$ cat src/rtl/brc_pkg.sv
// Shared types and constants for the byte rotate cipher engine.
package brc_pkg;

    localparam int BLOCK_BYTES = 16;
    localparam int POS_W       = $clog2(BLOCK_BYTES);
    localparam int CFG_IDX_W   = 3;
    localparam int CFG_DATA_W  = 64;
    localparam int KEY_W       = 48;

    localparam logic [CFG_IDX_W-1:0] REG_CIPHER_MODE    = 3'd0;
    localparam logic [CFG_IDX_W-1:0] REG_DECRYPT_SELECT = 3'd1;
    localparam logic [CFG_IDX_W-1:0] REG_KEY_ROTATIONS  = 3'd2;
    localparam logic [CFG_IDX_W-1:0] REG_IV_LOW_HALF    = 3'd3;
    localparam logic [CFG_IDX_W-1:0] REG_IV_HIGH_HALF   = 3'd4;

    localparam logic [1:0] MODE_INVERT  = 2'd0;
    localparam logic [1:0] MODE_CODEBK  = 2'd1;
    localparam logic [1:0] MODE_CHAINED = 2'd2;

    typedef enum logic
    {
        ST_STREAM,
        ST_PAD
    } brc_state_t;

    // controller -> datapath
    typedef struct packed
    {
        logic step;        // produce one result into the output register
        logic pad;         // result comes from a zero pad byte
        logic final_flag;  // result is the last of the stream
        logic stream_end;  // clear position and stream start flag
    } brc_cmd_t;

    // datapath -> controller
    typedef struct packed
    {
        logic pos_wrap;    // current position is the last one of a block
        logic rotate_mode; // mode 1 or 2
    } brc_status_t;

endpackage

$ cat src/rtl/brc_ctrl.sv
// Control state machine: handshakes, padding sequence and output valid.
module brc_ctrl
(
    input  logic                 clk,
    input  logic                 rst_n,
    input  logic                 s_tvalid,
    output logic                 s_tready,
    input  logic                 s_tlast,
    output logic                 m_tvalid,
    input  logic                 m_tready,
    input  brc_pkg::brc_status_t status,
    output brc_pkg::brc_cmd_t    cmd
);
    import brc_pkg::*;

    brc_state_t state_reg;
    brc_state_t state_next;
    logic       out_valid_reg;
    logic       out_valid_next;
    logic       out_free;

    assign out_free = !out_valid_reg || m_tready;
    assign m_tvalid = out_valid_reg;

    always_ff @(posedge clk or negedge rst_n)
    begin
        if (!rst_n)
        begin
            state_reg     <= ST_STREAM;
            out_valid_reg <= 1'b0;
        end
        else
        begin
            state_reg     <= state_next;
            out_valid_reg <= out_valid_next;
        end
    end

    always_comb
    begin
        state_next     = state_reg;
        s_tready       = 1'b0;
        cmd            = '0;
        case (state_reg)
            ST_STREAM:
            begin
                s_tready        = out_free;
                cmd.step        = s_tvalid && out_free;
                cmd.pad         = 1'b0;
                // a short last block keeps its position and chain for the pad bytes
                cmd.stream_end  = s_tlast && (!status.rotate_mode || status.pos_wrap);
                cmd.final_flag  = status.rotate_mode ? (s_tlast && status.pos_wrap) : s_tlast;
                if (cmd.step && s_tlast && status.rotate_mode && !status.pos_wrap)
                begin
                    state_next = ST_PAD;
                end
            end
            ST_PAD:
            begin
                cmd.step       = out_free;
                cmd.pad        = 1'b1;
                cmd.final_flag = status.pos_wrap;
                cmd.stream_end = status.pos_wrap;
                if (out_free && status.pos_wrap)
                begin
                    state_next = ST_STREAM;
                end
            end
            default:
            begin
                state_next = ST_STREAM;
            end
        endcase
        out_valid_next = cmd.step ? 1'b1 : (out_valid_reg && !m_tready);
    end

endmodule

$ cat src/rtl/brc_datapath.sv
// Datapath: config registers, chain bytes, rotate/XOR unit, output register.
module brc_datapath
(
    input  logic                            clk,
    input  logic                            rst_n,
    input  logic                            cfg_valid,
    input  logic [brc_pkg::CFG_IDX_W-1:0]   cfg_index,
    input  logic [brc_pkg::CFG_DATA_W-1:0]  cfg_data,
    input  logic [7:0]                      in_byte,
    input  brc_pkg::brc_cmd_t               cmd,
    output brc_pkg::brc_status_t            status,
    output logic [7:0]                      out_byte,
    output logic                            out_last
);
    import brc_pkg::*;

    logic [1:0]            mode_reg;
    logic                  decrypt_reg;
    logic [KEY_W-1:0]      key_reg;
    logic [63:0]           iv_lo_reg;
    logic [63:0]           iv_hi_reg;
    logic [7:0]            chain_reg [BLOCK_BYTES];
    logic [POS_W-1:0]      pos_reg;
    logic [POS_W-1:0]      pos_next;
    logic                  started_reg;
    logic [7:0]            out_byte_reg;
    logic                  out_last_reg;

    logic [127:0]          iv_all;
    logic [7:0]            iv_byte;
    logic [7:0]            chain_cur;
    logic [2:0]            rot_amt;
    logic [7:0]            src_byte;
    logic [7:0]            pre_byte;
    logic [15:0]           rotl_wide;
    logic [15:0]           rotr_wide;
    logic [7:0]            rot_byte;
    logic [7:0]            result;
    logic [7:0]            chain_new;
    logic                  rotate_mode;
    logic                  chained;

    assign iv_all      = {iv_hi_reg, iv_lo_reg};
    assign iv_byte     = iv_all[{pos_reg, 3'b000} +: 8];
    assign chain_cur   = started_reg ? chain_reg[pos_reg] : iv_byte;
    assign rot_amt     = key_reg[pos_reg * 3 +: 3];
    assign rotate_mode = (mode_reg == MODE_CODEBK) || (mode_reg == MODE_CHAINED);
    assign chained     = (mode_reg == MODE_CHAINED);
    assign src_byte    = cmd.pad ? 8'h00 : in_byte;

    assign status.pos_wrap    = (pos_reg == POS_W'(BLOCK_BYTES - 1));
    assign status.rotate_mode = rotate_mode;

    always_comb
    begin
        // in chained mode, encrypt XORs before rotating, decrypt after
        pre_byte  = (chained && !decrypt_reg) ? (src_byte ^ chain_cur) : src_byte;
        rotl_wide = {pre_byte, pre_byte} << rot_amt;
        rotr_wide = {pre_byte, pre_byte} >> rot_amt;
        rot_byte  = decrypt_reg ? rotr_wide[7:0] : rotl_wide[15:8];
        if (!rotate_mode)
        begin
            result = src_byte ^ 8'hFF;
        end
        else if (chained && decrypt_reg)
        begin
            result = rot_byte ^ chain_cur;
        end
        else
        begin
            result = rot_byte;
        end
        chain_new = decrypt_reg ? src_byte : result;
        if (cmd.stream_end || status.pos_wrap)
        begin
            pos_next = '0;
        end
        else
        begin
            pos_next = pos_reg + 1'b1;
        end
    end

    always_ff @(posedge clk or negedge rst_n)
    begin
        if (!rst_n)
        begin
            mode_reg    <= MODE_INVERT;
            decrypt_reg <= 1'b0;
            key_reg     <= '0;
            iv_lo_reg   <= '0;
            iv_hi_reg   <= '0;
            pos_reg     <= '0;
            started_reg <= 1'b0;
        end
        else
        begin
            if (cfg_valid)
            begin
                case (cfg_index)
                    REG_CIPHER_MODE:    mode_reg    <= cfg_data[1:0];
                    REG_DECRYPT_SELECT: decrypt_reg <= cfg_data[0];
                    REG_KEY_ROTATIONS:  key_reg     <= cfg_data[KEY_W-1:0];
                    REG_IV_LOW_HALF:    iv_lo_reg   <= cfg_data;
                    REG_IV_HIGH_HALF:   iv_hi_reg   <= cfg_data;
                    default:            ;
                endcase
            end
            if (cmd.step)
            begin
                pos_reg     <= pos_next;
                started_reg <= !cmd.stream_end;
            end
        end
    end

    always_ff @(posedge clk)
    begin
        if (cmd.step)
        begin
            out_byte_reg <= result;
            out_last_reg <= cmd.final_flag;
            for (int i = 0; i < BLOCK_BYTES; i++)
            begin
                if (chained && (POS_W'(i) == pos_reg))
                begin
                    chain_reg[i] <= chain_new;
                end
                else if (!started_reg)
                begin
                    chain_reg[i] <= iv_all[i*8 +: 8];
                end
            end
        end
    end

    assign out_byte = out_byte_reg;
    assign out_last = out_last_reg;

endmodule

$ cat src/rtl/byte_rotate_cipher_cbc_engine.sv
// Top level: one result byte per cycle unless m_tready stalls; output is registered.
// A data byte is taken each cycle the output register is free or being drained.
// After the last byte in rotate modes, zero pad bytes follow one per cycle (unless
// m_tready stalls) up to the block boundary; no input is taken meanwhile.
// Reset (rst_n low, asynchronous) clears the control, position and config registers
// and idles the stream; chain bytes reload from the IV at the next stream start.
module byte_rotate_cipher_cbc_engine
(
    input  logic                            clk,
    input  logic                            rst_n,
    input  logic                            cfg_valid,
    output logic                            cfg_ready,
    input  logic [brc_pkg::CFG_IDX_W-1:0]   cfg_index,
    input  logic [brc_pkg::CFG_DATA_W-1:0]  cfg_data,
    input  logic                            s_tvalid,
    output logic                            s_tready,
    input  logic [7:0]                      s_tdata,   // [7:0] data_byte
    input  logic                            s_tlast,   // end_of_stream
    output logic                            m_tvalid,
    input  logic                            m_tready,
    output logic [7:0]                      m_tdata,   // [7:0] result_byte
    output logic                            m_tlast    // final_result
);
    import brc_pkg::*;

    brc_cmd_t    cmd;
    brc_status_t status;

    assign cfg_ready = 1'b1;

    brc_ctrl u_ctrl
    (
        .clk      (clk),
        .rst_n    (rst_n),
        .s_tvalid (s_tvalid),
        .s_tready (s_tready),
        .s_tlast  (s_tlast),
        .m_tvalid (m_tvalid),
        .m_tready (m_tready),
        .status   (status),
        .cmd      (cmd)
    );

    brc_datapath u_datapath
    (
        .clk       (clk),
        .rst_n     (rst_n),
        .cfg_valid (cfg_valid),
        .cfg_index (cfg_index),
        .cfg_data  (cfg_data),
        .in_byte   (s_tdata),
        .cmd       (cmd),
        .status    (status),
        .out_byte  (m_tdata),
        .out_last  (m_tlast)
    );

endmodule
$ cat config.mk
export PLATFORM = sky130hd
export DESIGN_NAME = byte_rotate_cipher_cbc_engine
export DESIGN_NICKNAME = d
export VERILOG_FILES = /design/src/rtl/brc_pkg.sv /design/src/rtl/brc_ctrl.sv /design/src/rtl/brc_datapath.sv /design/src/rtl/byte_rotate_cipher_cbc_engine.sv
export SDC_FILE = /design/constraint.sdc
export NUM_CORES = 1
export LEC_CHECK = 0
export BUFFER_PORTS_ARGS = -buffer_cell sky130_fd_sc_hd__buf_2
export CORE_ASPECT_RATIO = 0.6
export CORE_MARGIN = 10
export CORE_UTILIZATION = 55
export CTS_BUF_LIST = sky130_fd_sc_hd__clkbuf_2 sky130_fd_sc_hd__clkbuf_4 sky130_fd_sc_hd__clkbuf_8
export CTS_CLUSTER_DIAMETER = 60
export DETAILED_ROUTE_END_ITERATION = 8
export HOLD_SLACK_MARGIN = 0.12
export PLACE_DENSITY = 0.69
export SKIP_CTS_REPAIR_TIMING = 1
export SLEW_MARGIN = 0
export SYNTH_ARGS = -nofsm -noshare
export SYNTH_HDL_FRONTEND = slang
export SYNTH_SLANG_ARGS = --single-unit
$ cat constraint.sdc
create_clock -name clk -period 4.1 [get_ports clk]
set_clock_uncertainty 0.05 [all_clocks]
set_input_delay 0.205 -clock clk [delete_from_list [all_inputs] [get_ports clk]]
set_output_delay 0.205 -clock clk [all_outputs]
set_load 0.005 [all_outputs]
==> flow_metrics.tcl, run 1 <==
set metrics [dict create \
    largest_register_ffs 128 \
    h-tree-depth 2 \
    dpl.hpwl_um 45200 \
    grt_antenna_before_repair 3 \
    layout-drive-gt1-share 0.402 \
    fp.dieW_um 249 \
    start_util 0.556 \
    core_area_sq_mm 0.0311 \
    vias 14300 \
    ff2ff_setup_slack_ns -0.29 \
    dieArea_sq_mm 0.0392 \
    clock_sinks 323 \
    via_per_inst 6.48 \
    final_max_slew_viol_count 0 \
    placed_area_sq_mm 0.0191 \
    reg2reg_from "u_datapath.pos_reg[1]" \
    setup.worst_path.end_class "flop" \
    finalCritPeriodShare 1.07 \
    clk-insertion-delay-late_ns 0.65 \
    setup_violations 43 \
    ys.warnings.count 0 \
    area_delta_synth_final_pct 24.6 \
    row_count 50 \
    numCtsBuffers 47 \
    drv_cap 0 \
    wirelength_um 62300 \
    place_congestion 0.969 \
    crit_fanout 10 \
    worst_hold_path.num_cells 4 \
    synth_seq_area_share 0.507 \
    grt_max_degree 96 \
    syn_inst 1431 \
    hp-class "input port to flop" \
    start_kind "flop" \
    avgRoutedWirePerCell_um 28.3 \
    clkTransAtPathRegs_ns 0.08 \
    pre_cts_ws_ns -0.205 \
    synth_edf_count 137 \
    cts_buffer_depth 3 \
    arrival_ns 4.72 \
    timing.final.crit_period_ns 4.39 \
    ys_ff_latch 323 \
    grt_remaining_overflow 0 \
    drtIter0Drc 1941 \
    ios 93 \
    drtPass1Iterations 6 \
    rsz0062_at_grt "yes" \
    ant_nets 0 \
    grt_pass1_wl_um 88100 \
    syn_area_per_cell_sq_um 12.1 \
    violations "negative setup slack" \
    grt_pass1_vias 13300 \
    port-buffer-count 91 \
    cp.required_ns 4.43 \
    worstMarginPinSlew_ns 1.30 \
    max-slew-margin-rel 0.135 \
    hold_path_end "u_datapath.mode_reg[0]" \
    synth_fp_nets 1517 \
    drc 0 \
    status "finished with violations" \
    irDropWorstVdd_mv 0.364 \
    max_freq_mhz 228 \
    path_class "flop to flop" \
    root_buffer "clkbuf_8" \
    synthArstFlopShare 0.576 \
    hold_viol_final 0 \
    leakage_nw 8.55 \
    die_h_um 157 \
    grt_use_total 0.302 \
    cts_tree "done" \
    synth_flop_cell "dfrtp_1" \
    powerDensity_mw_per_mm2 871 \
    postLayoutCellArea_sq_mm 0.0215 \
    ys_types 95 \
    layout_setup_ws_ns -0.294 \
    syn_area_sq_mm 0.0173 \
    holdCritStartpoint "cfg_index[2]" \
    final_nets 1827 \
    r2r_end "u_datapath.chain_reg[7][4]" \
    reg2reg_depth 13 \
    fillers 2264 \
]
## stage by stage
step                TNS [ns]  hold slack [ns]  cells  utilization  power [mW]
floorplan                  0           -0.141   1431            -        10.6
CTS                    -9.03           -0.342   2089        0.648        17.4
global placement       -6.40            0.282   2002        0.615        14.6
global route           -5.88            0.149   2197        0.693        19.5
finish                 -4.86           0.0945   2200        0.693        18.8
detailed placement     -5.64            0.296   2002        0.615        14.6
## per-layer routing
layer  up-vias  GRT usage  share of wire
li1       6060          -              -
met1      7091      0.438           0.42
met2       987      0.419           0.41
met3       119      0.109           0.14
met4         2     0.0740          0.022
met5         -     0.0181         0.0015
## synthesized netlist by cell type, types with 7 or more instances
cell | n | share of area
a211oi_1 | 11 | 0.0048
nor2_1 | 69 | 0.015
clkbuf_1 | 53 | 0.012
nand2_1 | 158 | 0.034
and3_1 | 23 | 0.0083
mux4_2 | 45 | 0.059
mux2i_1 | 51 | 0.030
a221oi_1 | 8 | 0.0041
nand2b_1 | 9 | 0.0033
o21ai_1 | 27 | 0.0078
edfxtp_1 | 137 | 0.24
buf_6 | 9 | 0.0059
a21oi_1 | 61 | 0.018
o211ai_1 | 8 | 0.0035
a21oi_2 | 10 | 0.0051
buf_2 | 13 | 0.0038
mux2_2 | 200 | 0.13
nor3_1 | 11 | 0.0032
nand3_1 | 30 | 0.0087
o22ai_1 | 12 | 0.0043
and2_1 | 11 | 0.0040
buf_12 | 7 | 0.0081
o21ai_0 | 102 | 0.030
nor2b_1 | 17 | 0.0061
dfrtp_1 | 186 | 0.27
a22oi_1 | 8 | 0.0035
## cell type report
type,count,area [sq um],share of cell area
flip-flops and latches,323,8780,0.407
well taps,416,520,0.0242
diodes,5,12.5,0.000581
clock buffers,74,893,0.0415
inverters,8,33.8,0.00157
multi-input cells,1003,8260,0.383
repair buffers,358,2950,0.137
clock inverters,13,106,0.00494
## cells by family (layout without fill, tap and decap cells)
group | after synthesis | in the layout | share of synthesized area
adder cells (fa/ha/maj) | 5 | 5 | 0.00362
buffers and inverters | 105 | 453 | 0.0363
XOR/XNOR | 6 | 6 | 0.00499
AND/OR/NAND/NOR | 366 | 366 | 0.100
flip-flops | 323 | 323 | 0.507
AO/OA/AOI/OAI | 325 | 325 | 0.126
multiplexers | 300 | 300 | 0.221
other | 1 | 6 | 0.000217
## layout by cell type (no fill, tap or decap), types with 20 or more instances in the layout
master and n:
o21ai_1 40, mux2_2 198, dfrtp_1 183, buf_2 90, buf_4 166, clkbuf_8 55
dlygate4sd3_1 73, a21oi_1 53, nand3_1 28, nand2_1 155, mux2i_1 48, and3_1 22
mux4_2 45, edfxtp_1 137, nor2_1 67, o21ai_0 89, clkbuf_4 20
## where the power goes
part / switching (mW) / internal [mW]
clock: 1.34 / 1.46
combinational: 5.92 / 4.65
sequential: 0.649 / 4.75
## worst max-delay path: stages (launching register included)
cell and delay [ns]:
dfrtp_4 0.53, buf_12 0.17, mux2_4 0.32, a222oi_1 0.72
buf_4 0.24, a311oi_2 0.10, buf_4 0.20, xnor2_4 0.16
mux2i_2 0.11, a221o_1 0.34, or4b_4 0.55, a22oi_4 0.32
clkbuf_16 0.24, a21oi_2 0.05
## worst max path at each step
stage | startpoint | to | slack [ns] | cells after the start
final | u_datapath.pos_reg[1] | u_datapath.chain_reg[7][4] | -0.29 | 13
after global routing | u_datapath.pos_reg[1] | u_datapath.chain_reg[4][4] | -0.24 | 13
after CTS | u_datapath.pos_reg[0] | u_datapath.chain_reg[12][4] | -0.25 | 13
after detailed placement | u_datapath.pos_reg[0] | u_datapath.chain_reg[12][4] | -0.20 | 13
after global placement | u_datapath.pos_reg[0] | u_datapath.chain_reg[8][4] | -0.17 | 13
after floorplan | u_datapath.pos_reg[0] | u_datapath.chain_reg[0][4] | 0.39 | 14
No activity file was read; power rests on OpenSTA's default activity.
==> inputs of run 2 (changes only) <==
--- a/config.mk
+++ b/config.mk
@@ -6,7 +6,7 @@
 export NUM_CORES = 1
 export LEC_CHECK = 0
 export BUFFER_PORTS_ARGS = -buffer_cell sky130_fd_sc_hd__buf_2
-export CORE_ASPECT_RATIO = 0.6
+export CORE_ASPECT_RATIO = 0.75
 export CORE_MARGIN = 10
 export CORE_UTILIZATION = 55
 export CTS_BUF_LIST = sky130_fd_sc_hd__clkbuf_2 sky130_fd_sc_hd__clkbuf_4 sky130_fd_sc_hd__clkbuf_8
==> run 2 against run 1 <==
  * Critical path depth up 1
  * Critical path type unchanged
  * Total power grew 2.3%
  * Die area down 0.41%
  * Combinational power about the same
  * Sequential share of layout area down 0.42 points
  * Cell area increased by 1.0%
  * Worst hold slack better by 0.043 ns
  * Sequential power is 1% higher
  * Setup slack better by 0.073 ns
  * Fmax grew 1.7%
  * The run still ends with negative setup slack left
  * Flip-flop and latch count is the same
  * Via count is 0.81% higher
==> flow_metrics.tcl, run 2 (synthesis results as in run 1) <==
set metrics [dict create \
    comb_power_share 0.558 \
    placed_area_sq_mm 0.0191 \
    postLayoutCoreUtil 0.700 \
    power_mw 19.2 \
    power_frac_seq 0.284 \
    grt_antenna_before_repair 1 \
    wirelength_um 61500 \
    postLayoutCellArea_sq_mm 0.0218 \
    crit_fanout 8 \
    max-slew-margin-rel 0.238 \
    path_class "flop to flop" \
    irDropWorstVdd_mv 0.409 \
    grt_pass1_vias 13300 \
    via_per_inst 6.54 \
    cts_tree "done" \
    drtIter0Drc 2161 \
    dpl.hpwl_um 44800 \
    internal-power_mw 11.2 \
    setup_violations 97 \
    largest_register_ffs 128 \
    layout_setup_ws_ns -0.220 \
    timing.final.crit_period_ns 4.32 \
    switchingPower_mw 8.00 \
    leakage_nw 8.65 \
    rsz0062_at_grt "yes" \
    ios 93 \
    start_util 0.556 \
    max_freq_mhz 231 \
    final_nets 1834 \
    vias 14400 \
    area_delta_synth_final_pct 25.9 \
    dieArea_sq_mm 0.0390 \
    avgRoutedWirePerCell_um 28.0 \
    layout-drive-gt1-share 0.425 \
    arrival_ns 4.64 \
    core_area_sq_mm 0.0311 \
    setup.worst_path.end_class "flop" \
    powerDensity_mw_per_mm2 882 \
    row_count 56 \
    start_kind "flop" \
    grt_pass1_wl_um 87600 \
    grt_use_total 0.299 \
    clock_sinks 323 \
    worstMarginPinSlew_ns 1.14 \
    cts_buffer_depth 3 \
    final_common_cell "mux2_2" \
    port-buffer-count 91 \
    hp-class "input port to flop" \
    p_sw_frac 0.417 \
    violations "negative setup slack" \
    place_congestion 1.08 \
    finalCritPeriodShare 1.05 \
    pre_cts_ws_ns -0.319 \
    root_buffer "clkbuf_8" \
    final_cell_mix "mux2_2 (200), dfrtp_1 (183), buf_4 (165), nand2_1 (157), edfxtp_1 (137)" \
    clk-insertion-delay-late_ns 0.63 \
    h-tree-depth 2 \
    status "finished with violations" \
    drtPass1Iterations 7 \
    drv_cap 0 \
    clkTransAtPathRegs_ns 0.07 \
    hold_slack_ns 0.138 \
    drc 0 \
    final_max_slew_viol_count 0 \
    hold_viol_final 0 \
    die_h_um 174 \
    ant_nets 0 \
    grt_remaining_overflow 0 \
    cp.required_ns 4.42 \
    p_clk_frac 0.158 \
    fp.dieW_um 225 \
    grt_max_degree 126 \
    numCtsBuffers 51 \
]
-- run 2: cell types whose count changed in the layout (fill, tap and decap cells not counted), moves of 3 or more --
cell,before,now
o21ai_0,89,43
clkinv_2,5,2
a21oi_2,18,21
buf_12,18,10
buf_6,7,15
clkbuf_4,20,24
a21oi_1,53,48
o21ai_1,40,47
diode_2,5,1
clkbuf_8,55,61
a221oi_4,4,1
o21ai_2,0,39
o22ai_2,3,0
o22ai_1,8,11
-- run 2: layer usage --
layer	vias to the layer above	wire length, um	track usage
met1	7117	25300	0.450
met5	-	52	0
met3	152	8750	0.0867
met4	2	1950	0.0868
li1	6084	-	-
met2	1020	25400	0.407
-- run 2: stage by stage --
step	setup TNS, ns	cells
after global routing	-9.56	2196
after global placement	-22.10	1998
after detailed placement	-12.33	1998
after floorplan	0	1431
after CTS	-15.65	2093
final	-6.88	2197
-- run 2: power by group through the flow --
stage	Sequential [mW]	Combinational (mW)	Clock [mW]
after global placement	5.42	9.00	0
after floorplan	5.08	5.50	0
after detailed placement	5.44	9.02	0
after CTS	5.39	9.05	3.05
after global routing	5.51	11.2	3.19
final	5.46	10.7	3.04
-- run 2: worst max-delay path, cell delays in order, from the launching register on --
cell       delay, ns
dfrtp_4         0.53
buf_12          0.16
buf_12          0.13
mux2_2          0.26
a222oi_1        0.76
buf_4           0.23
o211a_1         0.16
or3_4           0.16
xnor2_4         0.13
o21ai_2         0.08
a221o_1         0.35
or4b_4          0.50
a22oi_4         0.27
clkbuf_16       0.24
a21oi_2         0.05
-- run 2: final timing paths --
path	from	to	slack (ns)	cells past startpoint
worst max-delay path	u_datapath.pos_reg[0]	u_datapath.chain_reg[4][4]	-0.22	14
worst min-delay path	s_tdata[7]	u_datapath.out_byte[7]	0.14	4
worst max register to register	u_datapath.pos_reg[0]	u_datapath.chain_reg[4][4]	-0.22	14
worst min register to register	u_datapath.key_reg[21]	u_datapath.key_reg[21]	0.45	1
max in group asynchronous	rst_n	u_ctrl.state_reg	2.87	3
min in group asynchronous	rst_n	u_datapath.iv_lo_reg[26]	0.24	2
-- run 2: final cells by class --
class                      instances  area [sq um]
tap                              406           508
timing repair buffer             361          2930
sequential                       323          8780
clock buffer                      84          1010
inverter                           8          30.0
clock inverter                    11           126
multi-input combinational       1003          8390
fill                            2277          9340
antenna                            1          2.50
